==> src/hdl/terminal_line_editor_with_history_core_macros.svh <==
// Assertion helpers for the line editor datapath RTL.
`ifndef TERMINAL_LINE_EDITOR_WITH_HISTORY_CORE_MACROS_SVH
`define TERMINAL_LINE_EDITOR_WITH_HISTORY_CORE_MACROS_SVH

// Property checked at every rising clock edge outside reset.
`define TLE_ASSERT(name, prop, msg) \
  name: assert property (@(posedge clk_i) disable iff (!rst_ni) (prop)) else $error(msg);

// Condition in one cycle implies a consequence in the next one.
`define TLE_ASSERT_NEXT(name, pre, post, msg) \
  name: assert property (@(posedge clk_i) disable iff (!rst_ni) (pre) |=> (post)) \
    else $error(msg);

`endif

==> src/hdl/tle_pkg.sv <==
`default_nettype none
package tle_pkg;

  // Received byte codes
  localparam logic [7:0] CH_ESC   = 8'h1B;
  localparam logic [7:0] CH_DEL   = 8'h7F;
  localparam logic [7:0] CH_BRACK = 8'h5B;
  localparam logic [7:0] CH_THREE = 8'h33;
  localparam logic [7:0] CH_TILDE = 8'h7E;
  localparam logic [7:0] CH_SPACE = 8'h20;
  localparam logic [7:0] CH_UP    = 8'h41;
  localparam logic [7:0] CH_DOWN  = 8'h42;
  localparam logic [7:0] CH_RIGHT = 8'h43;
  localparam logic [7:0] CH_LEFT  = 8'h44;
  localparam logic [7:0] CH_CR    = 8'h0D;
  localparam logic [7:0] CH_LF    = 8'h0A;
  localparam logic [7:0] CH_BS    = 8'h08;
  localparam logic [7:0] CH_NUL   = 8'h00;

  // Result kinds
  localparam logic [1:0] KIND_ECHO = 2'd0;
  localparam logic [1:0] KIND_LINE = 2'd1;
  localparam logic [1:0] KIND_MARK = 2'd2;

  // Line end modes
  localparam logic [1:0] MODE_CR   = 2'd0;
  localparam logic [1:0] MODE_LF   = 2'd1;
  localparam logic [1:0] MODE_CRLF = 2'd2;

  // Escape phases
  localparam logic [1:0] PH_NONE  = 2'd0;
  localparam logic [1:0] PH_ESC   = 2'd1;
  localparam logic [1:0] PH_CSI   = 2'd2;
  localparam logic [1:0] PH_THREE = 2'd3;

  // Register map
  localparam logic REG_END_MODE = 1'b0;
  localparam logic REG_BS_CODE  = 1'b1;

  localparam int LEN_OUT_W = 4;

  typedef enum logic [4:0] {
    OP_NONE, OP_LATCH, OP_CLR_CR, OP_SET_CR, OP_BS_PREP, OP_DEL_PREP,
    OP_RM_RD, OP_RM_WR, OP_LEN_DEC, OP_TAIL_ZERO, OP_RD_IDX, OP_IDX_INC,
    OP_IDX_DEC, OP_INS_PREP, OP_SH_RD, OP_SH_WR, OP_INS_PUT, OP_CUR_INC_REP,
    OP_REP_DEC, OP_CUR_DEC, OP_CUR_INC, OP_RD_CUR, OP_RC_PREP, OP_BROWSE,
    OP_CP_PREP, OP_CP_RD, OP_CP_WR, OP_RC_END, OP_FIN_END
  } dp_op_e;

  typedef enum logic [4:0] {
    S_IDLE, S_DECODE, S_RM_RD, S_RM_WR, S_LEN_DEC, S_E_SP0, S_E_BS0,
    S_TL_RD, S_TL_EM, S_E_SP1, S_BS_REP, S_INS_SH_RD, S_INS_SH_WR,
    S_INS_PUT, S_INS_FIX, S_LEFT, S_RD_C, S_RIGHT, S_RC_BS, S_RC_BR,
    S_CP_PREP, S_CP_RD, S_CP_WR, S_RC_END, S_SP_REP, S_FIN, S_E_MARK,
    S_FIN_END, S_DONE
  } state_e;

  typedef enum logic [2:0] {P_BS, P_DEL, P_INS, P_RC, P_FIN} path_e;

  typedef enum logic [3:0] {
    ACT_NOP, ACT_CR_DROP, ACT_CR_FIN, ACT_SET_CR, ACT_FIN, ACT_ESC, ACT_CSI,
    ACT_THREE, ACT_BS, ACT_DEL, ACT_INS, ACT_RECALL, ACT_LEFT, ACT_RIGHT
  } act_e;

  typedef struct packed {
    dp_op_e     op;
    logic       phase_we;
    logic [1:0] phase_val;
    logic       emit;
    logic [1:0] emit_kind;
    logic [7:0] emit_ch;
    logic       emit_rd;
    logic       flush;
  } dp_cmd_t;

  typedef struct packed {
    logic [7:0] rx_char;
    logic [1:0] mode;
    logic [7:0] bs_code;
    logic [1:0] phase;
    logic       cr_pend;
    logic       cur_zero;
    logic       cur_lt_len;
    logic       len_full;
    logic       idx_lt_len;
    logic       rm_more;
    logic       sh_more;
    logic       rep_zero;
    logic       idx_zero;
    logic       can_emit;
    logic       flush_ok;
    logic       hold_v;
  } dp_stat_t;

endpackage
`default_nettype wire

==> src/hdl/tle_dp.sv <==
`default_nettype none
`include "terminal_line_editor_with_history_core_macros.svh"
module tle_dp #(
  parameter int LINE_SIZE     = 16,
  parameter int HISTORY_SLOTS = 4
) (
  input  wire logic                 clk_i,
  input  wire logic                 rst_ni,
  input  wire logic [7:0]           rx_char_i,
  input  wire tle_pkg::dp_cmd_t     cmd_i,
  output tle_pkg::dp_stat_t         stat_o,
  output logic                      out_valid_o,
  input  wire logic                 out_ready_i,
  output logic [1:0]                kind_o,
  output logic [7:0]                out_char_o,
  output logic [tle_pkg::LEN_OUT_W-1:0] line_length_o,
  output logic                      last_o,
  input  wire logic                 psel,
  input  wire logic                 penable,
  input  wire logic                 pwrite,
  input  wire logic [2:0]           paddr,
  input  wire logic [31:0]          pwdata,
  output logic [31:0]               prdata,
  output logic                      pready
);

  localparam int PW = $clog2(LINE_SIZE);
  localparam int SW = (HISTORY_SLOTS > 1) ? $clog2(HISTORY_SLOTS) : 1;
  localparam int AW = SW + PW;
  localparam int MEM_DEPTH = 1 << AW;
  localparam logic [PW-1:0] LEN_MAX  = PW'(LINE_SIZE - 1);
  localparam logic [SW-1:0] SLOT_MAX = SW'(HISTORY_SLOTS - 1);
  localparam int LEN_OUT_W_L = tle_pkg::LEN_OUT_W;

  logic [7:0]    char_q, char_d;
  logic [1:0]    end_mode_q;
  logic [7:0]    bs_code_q;
  logic [1:0]    phase_q, phase_d;
  logic          cr_q, cr_d;
  logic [PW-1:0] cursor_q, cursor_d, len_q, len_d, idx_q, idx_d;
  logic [PW-1:0] rep_q, rep_d, old_q, old_d;
  logic [SW-1:0] work_q, work_d, highest_q, highest_d, browse_q, browse_d;
  logic [PW-1:0] slen_q [HISTORY_SLOTS];
  logic [7:0]    mem [MEM_DEPTH];
  logic [7:0]    rd_q;

  logic          hold_v_q, out_v_q;
  logic [1:0]    hold_kind_q, out_kind_q;
  logic [7:0]    hold_char_q, out_char_q;
  logic [LEN_OUT_W_L-1:0] hold_len_q, out_len_q;
  logic          out_last_q;

  logic          cfg_we;
  logic [AW-1:0] mem_addr;
  logic [7:0]    mem_wd;
  logic          mem_we, mem_re;
  logic [SW:0]   w_inc;
  logic [SW-1:0] fin_hi, fin_work;
  logic          can_emit, flush_ok;
  logic [7:0]    emit_char;
  logic [LEN_OUT_W_L-1:0] emit_len;

  // Configuration port
  assign pready = 1'b1;
  assign cfg_we = psel && penable && pwrite;
  always_comb begin
    if (paddr[2] == tle_pkg::REG_BS_CODE) begin
      prdata = {24'd0, bs_code_q};
    end else begin
      prdata = {30'd0, end_mode_q};
    end
  end

  always_ff @(posedge clk_i or negedge rst_ni) begin
    if (!rst_ni) begin
      end_mode_q <= tle_pkg::MODE_CR;
      bs_code_q  <= tle_pkg::CH_BS;
    end else if (cfg_we) begin
      if (paddr[2] == tle_pkg::REG_BS_CODE) begin
        bs_code_q <= pwdata[7:0];
      end else begin
        end_mode_q <= pwdata[1:0];
      end
    end
  end

  // Slot bookkeeping at line end
  assign w_inc  = {1'b0, work_q} + 1'b1;
  assign fin_hi = (len_q != '0 && highest_q < SLOT_MAX) ? highest_q + 1'b1 : highest_q;
  always_comb begin
    if (len_q == '0) begin
      fin_work = work_q;
    end else if (w_inc > {1'b0, fin_hi}) begin
      fin_work = '0;
    end else begin
      fin_work = w_inc[SW-1:0];
    end
  end

  // Editing state next values
  always_comb begin
    char_d    = char_q;
    phase_d   = phase_q;
    cr_d      = cr_q;
    cursor_d  = cursor_q;
    len_d     = len_q;
    idx_d     = idx_q;
    rep_d     = rep_q;
    old_d     = old_q;
    work_d    = work_q;
    highest_d = highest_q;
    browse_d  = browse_q;
    if (cmd_i.phase_we) begin
      phase_d = cmd_i.phase_val;
    end
    case (cmd_i.op)
      tle_pkg::OP_LATCH:    char_d = rx_char_i;
      tle_pkg::OP_CLR_CR:   cr_d = 1'b0;
      tle_pkg::OP_SET_CR:   cr_d = 1'b1;
      tle_pkg::OP_BS_PREP: begin
        cursor_d = cursor_q - 1'b1;
        rep_d    = len_q - cursor_q + 1'b1;
        idx_d    = cursor_q - 1'b1;
      end
      tle_pkg::OP_DEL_PREP: begin
        rep_d = len_q - cursor_q;
        idx_d = cursor_q;
      end
      tle_pkg::OP_RM_WR:    idx_d = idx_q + 1'b1;
      tle_pkg::OP_LEN_DEC: begin
        len_d = len_q - 1'b1;
        idx_d = cursor_q;
      end
      tle_pkg::OP_TAIL_ZERO: idx_d = '0;
      tle_pkg::OP_IDX_INC:  idx_d = idx_q + 1'b1;
      tle_pkg::OP_IDX_DEC:  idx_d = idx_q - 1'b1;
      tle_pkg::OP_INS_PREP: idx_d = len_q;
      tle_pkg::OP_SH_WR:    idx_d = idx_q - 1'b1;
      tle_pkg::OP_INS_PUT: begin
        len_d = len_q + 1'b1;
        idx_d = cursor_q;
      end
      tle_pkg::OP_CUR_INC_REP: begin
        cursor_d = cursor_q + 1'b1;
        rep_d    = len_q - cursor_q - 1'b1;
      end
      tle_pkg::OP_REP_DEC:  rep_d = rep_q - 1'b1;
      tle_pkg::OP_CUR_DEC:  cursor_d = cursor_q - 1'b1;
      tle_pkg::OP_CUR_INC:  cursor_d = cursor_q + 1'b1;
      tle_pkg::OP_RC_PREP: begin
        rep_d = cursor_q;
        old_d = len_q;
      end
      tle_pkg::OP_BROWSE: begin
        if (char_q == tle_pkg::CH_UP) begin
          browse_d = (browse_q == '0) ? highest_q : browse_q - 1'b1;
        end else begin
          browse_d = (browse_q >= highest_q) ? '0 : browse_q + 1'b1;
        end
      end
      tle_pkg::OP_CP_PREP: begin
        idx_d = '0;
        if (browse_q != work_q) begin
          len_d = (slen_q[browse_q] > LEN_MAX) ? LEN_MAX : slen_q[browse_q];
        end else begin
          len_d = '0;
        end
      end
      tle_pkg::OP_CP_WR:    idx_d = idx_q + 1'b1;
      tle_pkg::OP_RC_END: begin
        cursor_d = len_q;
        if (old_q > len_q) begin
          rep_d = old_q - len_q;
          idx_d = old_q - len_q;
        end else begin
          rep_d = '0;
          idx_d = '0;
        end
      end
      tle_pkg::OP_FIN_END: begin
        highest_d = fin_hi;
        work_d    = fin_work;
        browse_d  = fin_work;
        len_d     = '0;
        cursor_d  = '0;
        phase_d   = tle_pkg::PH_NONE;
        cr_d      = 1'b0;
      end
      default: ;
    endcase
  end

  always_ff @(posedge clk_i or negedge rst_ni) begin
    if (!rst_ni) begin
      phase_q   <= tle_pkg::PH_NONE;
      cr_q      <= 1'b0;
      cursor_q  <= '0;
      len_q     <= '0;
      work_q    <= '0;
      highest_q <= '0;
      browse_q  <= '0;
      for (int i = 0; i < HISTORY_SLOTS; i++) begin
        slen_q[i] <= '0;
      end
    end else begin
      phase_q   <= phase_d;
      cr_q      <= cr_d;
      cursor_q  <= cursor_d;
      len_q     <= len_d;
      work_q    <= work_d;
      highest_q <= highest_d;
      browse_q  <= browse_d;
      if (cmd_i.op == tle_pkg::OP_FIN_END) begin
        // the next working slot always starts empty
        if (fin_work != work_q) begin
          slen_q[work_q] <= len_q;
        end
        slen_q[fin_work] <= '0;
      end
    end
  end

  // Working counters and the latched byte
  always_ff @(posedge clk_i) begin
    char_q <= char_d;
    idx_q  <= idx_d;
    rep_q  <= rep_d;
    old_q  <= old_d;
  end

  // Line store address and data
  always_comb begin
    mem_addr = {work_q, idx_q};
    mem_wd   = rd_q;
    mem_we   = 1'b0;
    mem_re   = 1'b0;
    case (cmd_i.op)
      tle_pkg::OP_RM_RD: begin
        mem_addr = {work_q, idx_q + 1'b1};
        mem_re   = 1'b1;
      end
      tle_pkg::OP_SH_RD: begin
        mem_addr = {work_q, idx_q - 1'b1};
        mem_re   = 1'b1;
      end
      tle_pkg::OP_RD_IDX: mem_re = 1'b1;
      tle_pkg::OP_RD_CUR: begin
        mem_addr = {work_q, cursor_q};
        mem_re   = 1'b1;
      end
      tle_pkg::OP_CP_RD: begin
        mem_addr = {browse_q, idx_q};
        mem_re   = 1'b1;
      end
      tle_pkg::OP_RM_WR, tle_pkg::OP_SH_WR, tle_pkg::OP_CP_WR: mem_we = 1'b1;
      tle_pkg::OP_INS_PUT: begin
        mem_addr = {work_q, cursor_q};
        mem_wd   = char_q;
        mem_we   = 1'b1;
      end
      default: ;
    endcase
  end

  always_ff @(posedge clk_i) begin
    if (mem_we) begin
      mem[mem_addr] <= mem_wd;
    end
    if (mem_re) begin
      rd_q <= mem[mem_addr];
    end
  end

  // Result staging: one held result, one output register
  assign can_emit  = !hold_v_q || !out_v_q || out_ready_i;
  assign flush_ok  = !out_v_q || out_ready_i;
  assign emit_char = cmd_i.emit_rd ? rd_q : cmd_i.emit_ch;
  assign emit_len  = (cmd_i.emit_kind == tle_pkg::KIND_MARK) ? LEN_OUT_W_L'(len_q) : '0;

  always_ff @(posedge clk_i or negedge rst_ni) begin
    if (!rst_ni) begin
      hold_v_q <= 1'b0;
      out_v_q  <= 1'b0;
    end else begin
      if (cmd_i.emit) begin
        hold_v_q <= 1'b1;
      end else if (cmd_i.flush) begin
        hold_v_q <= 1'b0;
      end
      // a new load wins over the handover of the old one
      if ((cmd_i.emit && hold_v_q) || cmd_i.flush) begin
        out_v_q <= 1'b1;
      end else if (out_v_q && out_ready_i) begin
        out_v_q <= 1'b0;
      end
    end
  end

  always_ff @(posedge clk_i) begin
    if (cmd_i.emit) begin
      hold_kind_q <= cmd_i.emit_kind;
      hold_char_q <= emit_char;
      hold_len_q  <= emit_len;
    end
    if ((cmd_i.emit && hold_v_q) || cmd_i.flush) begin
      out_kind_q <= hold_kind_q;
      out_char_q <= hold_char_q;
      out_len_q  <= hold_len_q;
      out_last_q <= cmd_i.flush;
    end
  end

  assign out_valid_o   = out_v_q;
  assign kind_o        = out_kind_q;
  assign out_char_o    = out_char_q;
  assign line_length_o = out_len_q;
  assign last_o        = out_last_q;

  // Status toward the controller
  always_comb begin
    stat_o.rx_char    = char_q;
    stat_o.mode       = (end_mode_q == 2'd3) ? tle_pkg::MODE_CRLF : end_mode_q;
    stat_o.bs_code    = bs_code_q;
    stat_o.phase      = phase_q;
    stat_o.cr_pend    = cr_q;
    stat_o.cur_zero   = (cursor_q == '0);
    stat_o.cur_lt_len = (cursor_q < len_q);
    stat_o.len_full   = (len_q >= LEN_MAX);
    stat_o.idx_lt_len = (idx_q < len_q);
    stat_o.rm_more    = (({1'b0, idx_q} + 1'b1) < {1'b0, len_q});
    stat_o.sh_more    = (idx_q > cursor_q);
    stat_o.rep_zero   = (rep_q == '0);
    stat_o.idx_zero   = (idx_q == '0);
    stat_o.can_emit   = can_emit;
    stat_o.flush_ok   = flush_ok;
    stat_o.hold_v     = hold_v_q;
  end

  `TLE_ASSERT_NEXT(a_cursor_in_line, cmd_i.op == tle_pkg::OP_LATCH, cursor_q <= len_q, "cursor past line end")
  `TLE_ASSERT(a_len_bound, len_q <= LEN_MAX, "line longer than its slot")
  `TLE_ASSERT(a_slot_order, work_q <= highest_q && highest_q <= SLOT_MAX, "slot index out of range")
  `TLE_ASSERT_NEXT(a_flush_last, cmd_i.flush, out_v_q && out_last_q, "final result not marked")

endmodule
`default_nettype wire

==> src/hdl/tle_ctrl.sv <==
`default_nettype none
module tle_ctrl (
  input  wire logic              clk_i,
  input  wire logic              rst_ni,
  input  wire logic              in_valid_i,
  output logic                   in_ready_o,
  input  wire tle_pkg::dp_stat_t stat_i,
  output tle_pkg::dp_cmd_t       cmd_o
);

  tle_pkg::state_e state_q, state_d;
  tle_pkg::path_e  path_q, path_d;
  tle_pkg::act_e   act;
  logic [7:0]      c;

  assign c = stat_i.rx_char;

  // Classify the latched byte
  always_comb begin
    act = tle_pkg::ACT_NOP;
    if (stat_i.mode == tle_pkg::MODE_CRLF && stat_i.cr_pend) begin
      act = (c == tle_pkg::CH_LF) ? tle_pkg::ACT_CR_FIN : tle_pkg::ACT_CR_DROP;
    end else if (stat_i.mode != tle_pkg::MODE_LF && c == tle_pkg::CH_CR) begin
      act = (stat_i.mode == tle_pkg::MODE_CR) ? tle_pkg::ACT_FIN : tle_pkg::ACT_SET_CR;
    end else if (stat_i.mode == tle_pkg::MODE_LF && c == tle_pkg::CH_LF) begin
      act = tle_pkg::ACT_FIN;
    end else begin
      case (stat_i.phase)
        tle_pkg::PH_NONE: begin
          if (c == tle_pkg::CH_ESC) begin
            act = tle_pkg::ACT_ESC;
          end else if (c == stat_i.bs_code) begin
            if (!stat_i.cur_zero) act = tle_pkg::ACT_BS;
          end else if (c == tle_pkg::CH_DEL) begin
            if (stat_i.cur_lt_len) act = tle_pkg::ACT_DEL;
          end else if (c inside {[tle_pkg::CH_SPACE:tle_pkg::CH_TILDE]}) begin
            if (!stat_i.len_full) act = tle_pkg::ACT_INS;
          end
        end
        tle_pkg::PH_ESC: begin
          if (c == tle_pkg::CH_BRACK) act = tle_pkg::ACT_CSI;
        end
        tle_pkg::PH_CSI: begin
          if (c == tle_pkg::CH_UP || c == tle_pkg::CH_DOWN) begin
            act = tle_pkg::ACT_RECALL;
          end else if (c == tle_pkg::CH_LEFT) begin
            if (!stat_i.cur_zero) act = tle_pkg::ACT_LEFT;
          end else if (c == tle_pkg::CH_RIGHT) begin
            if (stat_i.cur_lt_len) act = tle_pkg::ACT_RIGHT;
          end else if (c == tle_pkg::CH_THREE) begin
            act = tle_pkg::ACT_THREE;
          end
        end
        default: begin
          if (c == tle_pkg::CH_TILDE && stat_i.cur_lt_len) act = tle_pkg::ACT_DEL;
        end
      endcase
    end
  end

  // Next state
  always_comb begin
    state_d = state_q;
    path_d  = path_q;
    case (state_q)
      tle_pkg::S_IDLE: if (in_valid_i) state_d = tle_pkg::S_DECODE;
      tle_pkg::S_DECODE: begin
        case (act)
          tle_pkg::ACT_FIN, tle_pkg::ACT_CR_FIN: begin
            state_d = tle_pkg::S_FIN;
            path_d  = tle_pkg::P_FIN;
          end
          tle_pkg::ACT_BS: begin
            state_d = tle_pkg::S_RM_RD;
            path_d  = tle_pkg::P_BS;
          end
          tle_pkg::ACT_DEL: begin
            state_d = tle_pkg::S_RM_RD;
            path_d  = tle_pkg::P_DEL;
          end
          tle_pkg::ACT_INS: begin
            state_d = tle_pkg::S_INS_SH_RD;
            path_d  = tle_pkg::P_INS;
          end
          tle_pkg::ACT_RECALL: begin
            state_d = tle_pkg::S_RC_BS;
            path_d  = tle_pkg::P_RC;
          end
          tle_pkg::ACT_LEFT:  state_d = tle_pkg::S_LEFT;
          tle_pkg::ACT_RIGHT: state_d = tle_pkg::S_RD_C;
          default:            state_d = tle_pkg::S_DONE;
        endcase
      end
      tle_pkg::S_RM_RD: state_d = stat_i.rm_more ? tle_pkg::S_RM_WR : tle_pkg::S_LEN_DEC;
      tle_pkg::S_RM_WR: state_d = tle_pkg::S_RM_RD;
      tle_pkg::S_LEN_DEC: begin
        state_d = (path_q == tle_pkg::P_DEL) ? tle_pkg::S_E_SP0 : tle_pkg::S_E_BS0;
      end
      tle_pkg::S_E_SP0: if (stat_i.can_emit) state_d = tle_pkg::S_E_BS0;
      tle_pkg::S_E_BS0: if (stat_i.can_emit) state_d = tle_pkg::S_TL_RD;
      tle_pkg::S_TL_RD: begin
        if (stat_i.idx_lt_len) begin
          state_d = tle_pkg::S_TL_EM;
        end else begin
          case (path_q)
            tle_pkg::P_INS: state_d = tle_pkg::S_INS_FIX;
            tle_pkg::P_RC:  state_d = tle_pkg::S_RC_END;
            tle_pkg::P_FIN: state_d = tle_pkg::S_E_MARK;
            default:        state_d = tle_pkg::S_E_SP1;
          endcase
        end
      end
      tle_pkg::S_TL_EM: if (stat_i.can_emit) state_d = tle_pkg::S_TL_RD;
      tle_pkg::S_E_SP1: if (stat_i.can_emit) state_d = tle_pkg::S_BS_REP;
      tle_pkg::S_BS_REP: if (stat_i.rep_zero) state_d = tle_pkg::S_DONE;
      tle_pkg::S_INS_SH_RD: begin
        state_d = stat_i.sh_more ? tle_pkg::S_INS_SH_WR : tle_pkg::S_INS_PUT;
      end
      tle_pkg::S_INS_SH_WR: state_d = tle_pkg::S_INS_SH_RD;
      tle_pkg::S_INS_PUT:   state_d = tle_pkg::S_TL_RD;
      tle_pkg::S_INS_FIX:   state_d = tle_pkg::S_BS_REP;
      tle_pkg::S_LEFT:  if (stat_i.can_emit) state_d = tle_pkg::S_DONE;
      tle_pkg::S_RD_C:  state_d = tle_pkg::S_RIGHT;
      tle_pkg::S_RIGHT: if (stat_i.can_emit) state_d = tle_pkg::S_DONE;
      tle_pkg::S_RC_BS: if (stat_i.rep_zero) state_d = tle_pkg::S_RC_BR;
      tle_pkg::S_RC_BR:   state_d = tle_pkg::S_CP_PREP;
      tle_pkg::S_CP_PREP: state_d = tle_pkg::S_CP_RD;
      tle_pkg::S_CP_RD: state_d = stat_i.idx_lt_len ? tle_pkg::S_CP_WR : tle_pkg::S_TL_RD;
      tle_pkg::S_CP_WR:  state_d = tle_pkg::S_CP_RD;
      tle_pkg::S_RC_END: state_d = tle_pkg::S_SP_REP;
      tle_pkg::S_SP_REP: if (stat_i.idx_zero) state_d = tle_pkg::S_BS_REP;
      tle_pkg::S_FIN:    if (stat_i.can_emit) state_d = tle_pkg::S_TL_RD;
      tle_pkg::S_E_MARK: if (stat_i.can_emit) state_d = tle_pkg::S_FIN_END;
      tle_pkg::S_FIN_END: state_d = tle_pkg::S_DONE;
      tle_pkg::S_DONE: begin
        if (!stat_i.hold_v || stat_i.flush_ok) state_d = tle_pkg::S_IDLE;
      end
      default: state_d = tle_pkg::S_IDLE;
    endcase
  end

  // Commands to the datapath
  always_comb begin
    cmd_o           = '0;
    cmd_o.op        = tle_pkg::OP_NONE;
    cmd_o.emit_kind = tle_pkg::KIND_ECHO;
    cmd_o.emit_ch   = tle_pkg::CH_NUL;
    in_ready_o      = 1'b0;
    case (state_q)
      tle_pkg::S_IDLE: begin
        in_ready_o = 1'b1;
        if (in_valid_i) cmd_o.op = tle_pkg::OP_LATCH;
      end
      tle_pkg::S_DECODE: begin
        cmd_o.phase_we = 1'b1;
        case (act)
          tle_pkg::ACT_CR_DROP, tle_pkg::ACT_CR_FIN: begin
            cmd_o.op       = tle_pkg::OP_CLR_CR;
            cmd_o.phase_we = 1'b0;
          end
          tle_pkg::ACT_SET_CR: begin
            cmd_o.op       = tle_pkg::OP_SET_CR;
            cmd_o.phase_we = 1'b0;
          end
          tle_pkg::ACT_FIN:    cmd_o.phase_we = 1'b0;
          tle_pkg::ACT_ESC:    cmd_o.phase_val = tle_pkg::PH_ESC;
          tle_pkg::ACT_CSI:    cmd_o.phase_val = tle_pkg::PH_CSI;
          tle_pkg::ACT_THREE:  cmd_o.phase_val = tle_pkg::PH_THREE;
          tle_pkg::ACT_BS:     cmd_o.op = tle_pkg::OP_BS_PREP;
          tle_pkg::ACT_DEL:    cmd_o.op = tle_pkg::OP_DEL_PREP;
          tle_pkg::ACT_INS:    cmd_o.op = tle_pkg::OP_INS_PREP;
          tle_pkg::ACT_RECALL: cmd_o.op = tle_pkg::OP_RC_PREP;
          default: ;
        endcase
      end
      tle_pkg::S_RM_RD: if (stat_i.rm_more) cmd_o.op = tle_pkg::OP_RM_RD;
      tle_pkg::S_RM_WR:   cmd_o.op = tle_pkg::OP_RM_WR;
      tle_pkg::S_LEN_DEC: cmd_o.op = tle_pkg::OP_LEN_DEC;
      tle_pkg::S_E_SP0, tle_pkg::S_E_SP1: begin
        cmd_o.emit    = stat_i.can_emit;
        cmd_o.emit_ch = tle_pkg::CH_SPACE;
      end
      tle_pkg::S_E_BS0: begin
        cmd_o.emit    = stat_i.can_emit;
        cmd_o.emit_ch = tle_pkg::CH_BS;
      end
      tle_pkg::S_TL_RD: if (stat_i.idx_lt_len) cmd_o.op = tle_pkg::OP_RD_IDX;
      tle_pkg::S_TL_EM: begin
        cmd_o.emit      = stat_i.can_emit;
        cmd_o.emit_rd   = 1'b1;
        cmd_o.emit_kind = (path_q == tle_pkg::P_FIN) ? tle_pkg::KIND_LINE
                                                     : tle_pkg::KIND_ECHO;
        if (stat_i.can_emit) cmd_o.op = tle_pkg::OP_IDX_INC;
      end
      tle_pkg::S_BS_REP, tle_pkg::S_RC_BS: begin
        cmd_o.emit_ch = tle_pkg::CH_BS;
        if (!stat_i.rep_zero && stat_i.can_emit) begin
          cmd_o.emit = 1'b1;
          cmd_o.op   = tle_pkg::OP_REP_DEC;
        end
      end
      tle_pkg::S_INS_SH_RD: if (stat_i.sh_more) cmd_o.op = tle_pkg::OP_SH_RD;
      tle_pkg::S_INS_SH_WR: cmd_o.op = tle_pkg::OP_SH_WR;
      tle_pkg::S_INS_PUT:   cmd_o.op = tle_pkg::OP_INS_PUT;
      tle_pkg::S_INS_FIX:   cmd_o.op = tle_pkg::OP_CUR_INC_REP;
      tle_pkg::S_LEFT: begin
        cmd_o.emit_ch = tle_pkg::CH_BS;
        if (stat_i.can_emit) begin
          cmd_o.emit = 1'b1;
          cmd_o.op   = tle_pkg::OP_CUR_DEC;
        end
      end
      tle_pkg::S_RD_C: cmd_o.op = tle_pkg::OP_RD_CUR;
      tle_pkg::S_RIGHT: begin
        cmd_o.emit_rd = 1'b1;
        if (stat_i.can_emit) begin
          cmd_o.emit = 1'b1;
          cmd_o.op   = tle_pkg::OP_CUR_INC;
        end
      end
      tle_pkg::S_RC_BR:   cmd_o.op = tle_pkg::OP_BROWSE;
      tle_pkg::S_CP_PREP: cmd_o.op = tle_pkg::OP_CP_PREP;
      tle_pkg::S_CP_RD: begin
        cmd_o.op = stat_i.idx_lt_len ? tle_pkg::OP_CP_RD : tle_pkg::OP_TAIL_ZERO;
      end
      tle_pkg::S_CP_WR:  cmd_o.op = tle_pkg::OP_CP_WR;
      tle_pkg::S_RC_END: cmd_o.op = tle_pkg::OP_RC_END;
      tle_pkg::S_SP_REP: begin
        cmd_o.emit_ch = tle_pkg::CH_SPACE;
        if (!stat_i.idx_zero && stat_i.can_emit) begin
          cmd_o.emit = 1'b1;
          cmd_o.op   = tle_pkg::OP_IDX_DEC;
        end
      end
      tle_pkg::S_FIN: begin
        cmd_o.emit_ch = tle_pkg::CH_LF;
        if (stat_i.can_emit) begin
          cmd_o.emit = 1'b1;
          cmd_o.op   = tle_pkg::OP_TAIL_ZERO;
        end
      end
      tle_pkg::S_E_MARK: begin
        cmd_o.emit      = stat_i.can_emit;
        cmd_o.emit_kind = tle_pkg::KIND_MARK;
      end
      tle_pkg::S_FIN_END: cmd_o.op = tle_pkg::OP_FIN_END;
      tle_pkg::S_DONE:    cmd_o.flush = stat_i.hold_v && stat_i.flush_ok;
      default: ;
    endcase
  end

  always_ff @(posedge clk_i or negedge rst_ni) begin
    if (!rst_ni) begin
      state_q <= tle_pkg::S_IDLE;
      path_q  <= tle_pkg::P_BS;
    end else begin
      state_q <= state_d;
      path_q  <= path_d;
    end
  end

endmodule
`default_nettype wire

==> src/hdl/terminal_line_editor_with_history_core.sv <==
`default_nettype none
// Line editor for a serial terminal with command history. One received byte
// is taken per request; the block answers with the echo bytes for the terminal
// and, on a line end, the finished line bytes and a length marker, the final
// result of each request flagged by last. Bytes are handled one at a time: a
// request's work goes through the single-port line store with a registered
// read, so every byte moved inside the line or echoed from it is first read
// and then written or echoed. A stalled output adds its wait. A new request is
// taken once the previous one's results are all handed over to the output
// register. LINE_SIZE is the slot size in bytes (lines hold up to LINE_SIZE-1),
// HISTORY_SLOTS the number of history slots.
module terminal_line_editor_with_history_core #(
  parameter int LINE_SIZE     = 16,
  parameter int HISTORY_SLOTS = 4
) (
  input  wire logic        clk_i,
  input  wire logic        rst_ni,
  input  wire logic        in_valid_i,
  output logic             in_ready_o,
  input  wire logic [7:0]  rx_char_i,
  output logic             out_valid_o,
  input  wire logic        out_ready_i,
  output logic [1:0]       kind_o,
  output logic [7:0]       out_char_o,
  output logic [3:0]       line_length_o,
  output logic             last_o,
  input  wire logic        psel,
  input  wire logic        penable,
  input  wire logic        pwrite,
  input  wire logic [2:0]  paddr,
  input  wire logic [31:0] pwdata,
  output logic [31:0]      prdata,
  output logic             pready
);

  tle_pkg::dp_cmd_t  cmd;
  tle_pkg::dp_stat_t stat;

  // Sequencer
  tle_ctrl u_ctrl (
    .clk_i      (clk_i),
    .rst_ni     (rst_ni),
    .in_valid_i (in_valid_i),
    .in_ready_o (in_ready_o),
    .stat_i     (stat),
    .cmd_o      (cmd)
  );

  // Line store, editing state, result staging and registers
  tle_dp #(
    .LINE_SIZE     (LINE_SIZE),
    .HISTORY_SLOTS (HISTORY_SLOTS)
  ) u_dp (
    .clk_i         (clk_i),
    .rst_ni        (rst_ni),
    .rx_char_i     (rx_char_i),
    .cmd_i         (cmd),
    .stat_o        (stat),
    .out_valid_o   (out_valid_o),
    .out_ready_i   (out_ready_i),
    .kind_o        (kind_o),
    .out_char_o    (out_char_o),
    .line_length_o (line_length_o),
    .last_o        (last_o),
    .psel          (psel),
    .penable       (penable),
    .pwrite        (pwrite),
    .paddr         (paddr),
    .pwdata        (pwdata),
    .prdata        (prdata),
    .pready        (pready)
  );

endmodule
`default_nettype wire

==> config.mk <==
export PLATFORM = sky130hd
export DESIGN_NAME = terminal_line_editor_with_history_core
export DESIGN_NICKNAME = d
export VERILOG_FILES = /design/src/hdl/tle_pkg.sv /design/src/hdl/tle_dp.sv /design/src/hdl/tle_ctrl.sv /design/src/hdl/terminal_line_editor_with_history_core.sv
export VERILOG_INCLUDE_DIRS = /design/src /design/src/hdl
export SDC_FILE = /design/constraint.sdc
export NUM_CORES = 1
export LEC_CHECK = 0
export BUFFER_PORTS_ARGS = -buffer_cell sky130_fd_sc_hd__buf_2
export CORE_MARGIN = 8
export CORE_UTILIZATION = 30
export CTS_CLUSTER_DIAMETER = 80
export DETAILED_ROUTE_END_ITERATION = 10
export PLACE_DENSITY_LB_ADDON = 0.1
export SYNTH_ARGS = -nofsm -noshare
export SYNTH_HDL_FRONTEND = slang
export SYNTH_SLANG_ARGS = --single-unit
==> constraint.sdc <==
create_clock -name clk_i -period 8.21 [get_ports clk_i]
set_clock_uncertainty 0.05 [all_clocks]
set_input_delay 0.821 -clock clk_i [delete_from_list [all_inputs] [get_ports clk_i]]
set_output_delay 0.821 -clock clk_i [all_outputs]
set_load 0.05 [all_outputs]
==> results.sh <==
export IMPL_run_status="finished, final reports clean"
export IMPL_startpoint_type="flip-flop"
export IMPL_areaGrowthSynthToFinish_pct=14.7
export IMPL_cts_made_buffers=74
export IMPL_synth_top_cell_by_area="edfxtp_1"
export IMPL_synth_ff_type="edfxtp_1"
export IMPL_peakVddDrop_uv=232
export IMPL_die_x_um=324
export IMPL_synth_area_um2=28400
export IMPL_rsz0062_at_grt="no"
export IMPL_drt_pass1_iterations=6
export IMPL_setup_viol=0
export IMPL_hold_viol=0
export IMPL_portBuffers=48
export IMPL_max_slew_margin_pct=13.4
export IMPL_synth_edf_count=569
export IMPL_hp_class="input pin to asynchronous set/reset pin"
export IMPL_fin_crit_sh_pct=79.4
export IMPL_cts_sinks=622
export IMPL_pwr_density_cell_nw_per_um2=461
export IMPL_reg2reg_from="u_dp.cursor_q[0]"
export IMPL_insertion_delay_ns=0.66
export IMPL_vias_per_cell=5.33
export IMPL_path_max_fanout=11
export IMPL_drt_iter0_drc=1858
export IMPL_ys_seq_area_share_pct=64.8
export IMPL_cts_setup_buffers=0
export IMPL_gp_congestion=0.882
export IMPL_ys_types=88
export IMPL_hpwlAfterDp_mm=60.1
export IMPL_cts_tree="yes"
export IMPL_met2_length_mm=43.4
export IMPL_io_pins=100
export IMPL_maxUsedRoutingLayer="met5"
export IMPL_path_class="flip-flop to flip-flop"
export IMPL_synthTopCellsByArea="edfxtp_1 (60%), dfrtp_1 (4.6%), nand2_1 (3.8%)"
export IMPL_ctsHtreeMaxLevel=3
export IMPL_synth_seq_cells=622
export IMPL_core_um2=94400
export IMPL_ctsHoldBuffers=0
export IMPL_r2r_slack_ns=1.69
export IMPL_arrival_ns=6.71
export IMPL_clk_pin_slew_ns=0.06
export IMPL_wirelength_met1_mm=43.6
export IMPL_grt_usage_pct=17.7
export IMPL_vias=19405
export IMPL_async_flop_share_pct=8.52
export IMPL_dieArea_um2=105000
export IMPL_finalPower_uw=15000
export IMPL_synth_common_cells="edfxtp_1 (569), nand2_1 (289), nor2_1 (172)"
export IMPL_die_h_um=324
export IMPL_finalSetupTns_ns=0
export IMPL_overflow=0
export IMPL_ys_warnings_count=0
export IMPL_route_met3_wl_mm=4.73
export IMPL_synthMostInstantiatedCell="edfxtp_1"
export IMPL_grt_pass1_vias=19399
export IMPL_wire_per_inst_um=25.9
export IMPL_grt_start_max_net_pins=81
export IMPL_cp_data_required_time_ns=8.40
export IMPL_post_place_ws_ns=1.79
export IMPL_max_freq_mhz=153
export IMPL_leakage_uw=0.0111
export IMPL_final_max_slew_viol_count=0
export IMPL_postCtsResizedCells=0
export IMPL_num_rows=113
export IMPL_initial_core_util_pct=30.1
export IMPL_cts_path_max_buffers=3
export IMPL_worst_pin_slew_ns=1.29
export IMPL_r2r_end="u_dp.mem[35][1]"
export IMPL_reg2reg_depth=14
export IMPL_fin_nets=2409
export IMPL_grt_first_pass_wirelength_mm=138
export IMPL_antenna_found_initial=1
export IMPL_cts_root_buf="clkbuf_16"
export IMPL_layout_min_cycle_time_ns=6.52
export IMPL_netlist_instances=2296
export IMPL_drt_antenna_violating_nets=0
export IMPL_drt_total_wl_mm=94.3
export IMPL_drc=0
export IMPL_syn_area_per_cell_um2=12.4
export IMPL_endpoint_kind="flip-flop"
export IMPL_cap_violations=0
export IMPL_n_antenna_cell=0
export IMPL_synth_top_cell_area_share_pct=60.2
export IMPL_fin_ws_ns=1.69
export IMPL_drive_gt1_share_pct=12.5
through the flow:
stage	area (um^2)	util, %	cells	hold WS (ns)
after floorplan	28500	-	2319	0.350
after global placement	30000	31.8	3508	0.355
after detailed placement	30000	31.8	3508	0.361
after CTS	32600	34.5	3643	0.276
after global routing	32600	34.5	3643	0.287
final	32600	34.5	3643	0.294
layout by cell type, fill, tap and decap left out, drive strengths merged, types with 22 or more instances in the layout:
| cell | netlist | layout |
|---|---|---|
| mux2i | 66 | 66 |
| dfrtp | 52 | 52 |
| nor2 | 173 | 173 |
| mux2 | 41 | 41 |
| nand2b | 22 | 22 |
| a31oi | 33 | 33 |
| a21oi | 152 | 152 |
| xnor2 | 23 | 23 |
| nand2 | 289 | 289 |
| a22oi | 24 | 24 |
| a221oi | 27 | 27 |
| conb | 2 | 25 |
| edfxtp | 569 | 569 |
| ha | 36 | 36 |
| buf | 69 | 103 |
| o21ai | 99 | 99 |
| clkbuf | 110 | 85 |
| nor3 | 34 | 34 |
| nand3 | 79 | 79 |
| inv | 33 | 37 |
| clkinv | 1 | 34 |
kinds of logic (layout without fill, tap and decap cells):
family                   Yosys count  in the layout  synth area share, %
AND/OR/NAND/NOR                  741            741                 12.1
flip-flops                       622            622                 64.8
AO/OA/AOI/OAI                    534            534                 12.6
buffers and inverters            213            272                 3.27
multiplexers                     111            111                 4.27
adder cells (fa/ha/maj)           40             40                 1.87
XOR/XNOR                          33             33                 1.02
other                              2             25               0.0264
metal layers:
metal / up-vias / track usage, %
li1: 8759 / -
met1: 9905 / 24.9
met2: 600 / 28.3
met3: 139 / 2.95
met4: 2 / 4.86
met5: - / 0
flip-flops by register name, summed over array words and instances, names as in the netlist, 3 cells and up:
name                cells
u_dp.char_q             8
u_dp.hold_char_q        8
u_ctrl.path_q           3
u_dp.idx_q              4
u_dp.len_q              4
u_dp.hold_len_q         4
u_dp.slen_q            16
u_dp.cursor_q           4
u_dp.rd_q               8
u_dp.line_length_o      4
u_ctrl.state_q          5
u_dp.rep_q              4
u_dp.old_q              4
u_dp.out_char_o         8
u_dp.bs_code_q          8
u_dp.mem              512
layout make-up:
type | count | area (um^2)
sequential | 622 | 18400
fill | 9364 | 61900
timing repair buffer | 103 | 703
multi-input combinational | 1484 | 9210
clock buffer | 85 | 1900
tap | 1265 | 1580
clock inverter | 50 | 621
inverter | 34 | 128
critical path: stages (launching register included):
cell       delay [ns]
dfrtp_1          0.64
ha_1             0.23
inv_1            0.06
fa_1             0.41
a211oi_1         0.23
nor3_1           0.21
and3_1           0.25
o41ai_1          0.56
a21oi_1          0.40
a2111oi_2        0.68
o2111ai_1        0.28
nand2_1          0.16
a21oi_1          0.19
or4_1            0.88
nor2_1           0.87
worst max path at each step:
| stage | startpoint | endpoint | slack [ns] |
|---|---|---|---|
| global route | u_dp.cursor_q[0] | u_dp.mem[11][5] | 1.33 |
| floorplan | u_dp.idx_q[0] | u_dp.rd_q[1] | 3.54 |
| global placement | u_dp.cursor_q[0] | u_dp.mem[11][3] | 1.73 |
| finish | u_dp.cursor_q[0] | u_dp.mem[35][1] | 1.69 |
| CTS | u_dp.cursor_q[0] | u_dp.mem[35][1] | 1.72 |
| detailed placement | u_dp.cursor_q[0] | u_dp.mem[11][5] | 1.79 |
power breakdown:
| group | switching, uW | internal, uW |
|---|---|---|
| logic | 5060 | 1990 |
| registers | 254 | 4280 |
| clock network | 1400 | 2010 |
| total | 6710 | 8280 |
Power figures use the tool's default switching activity.
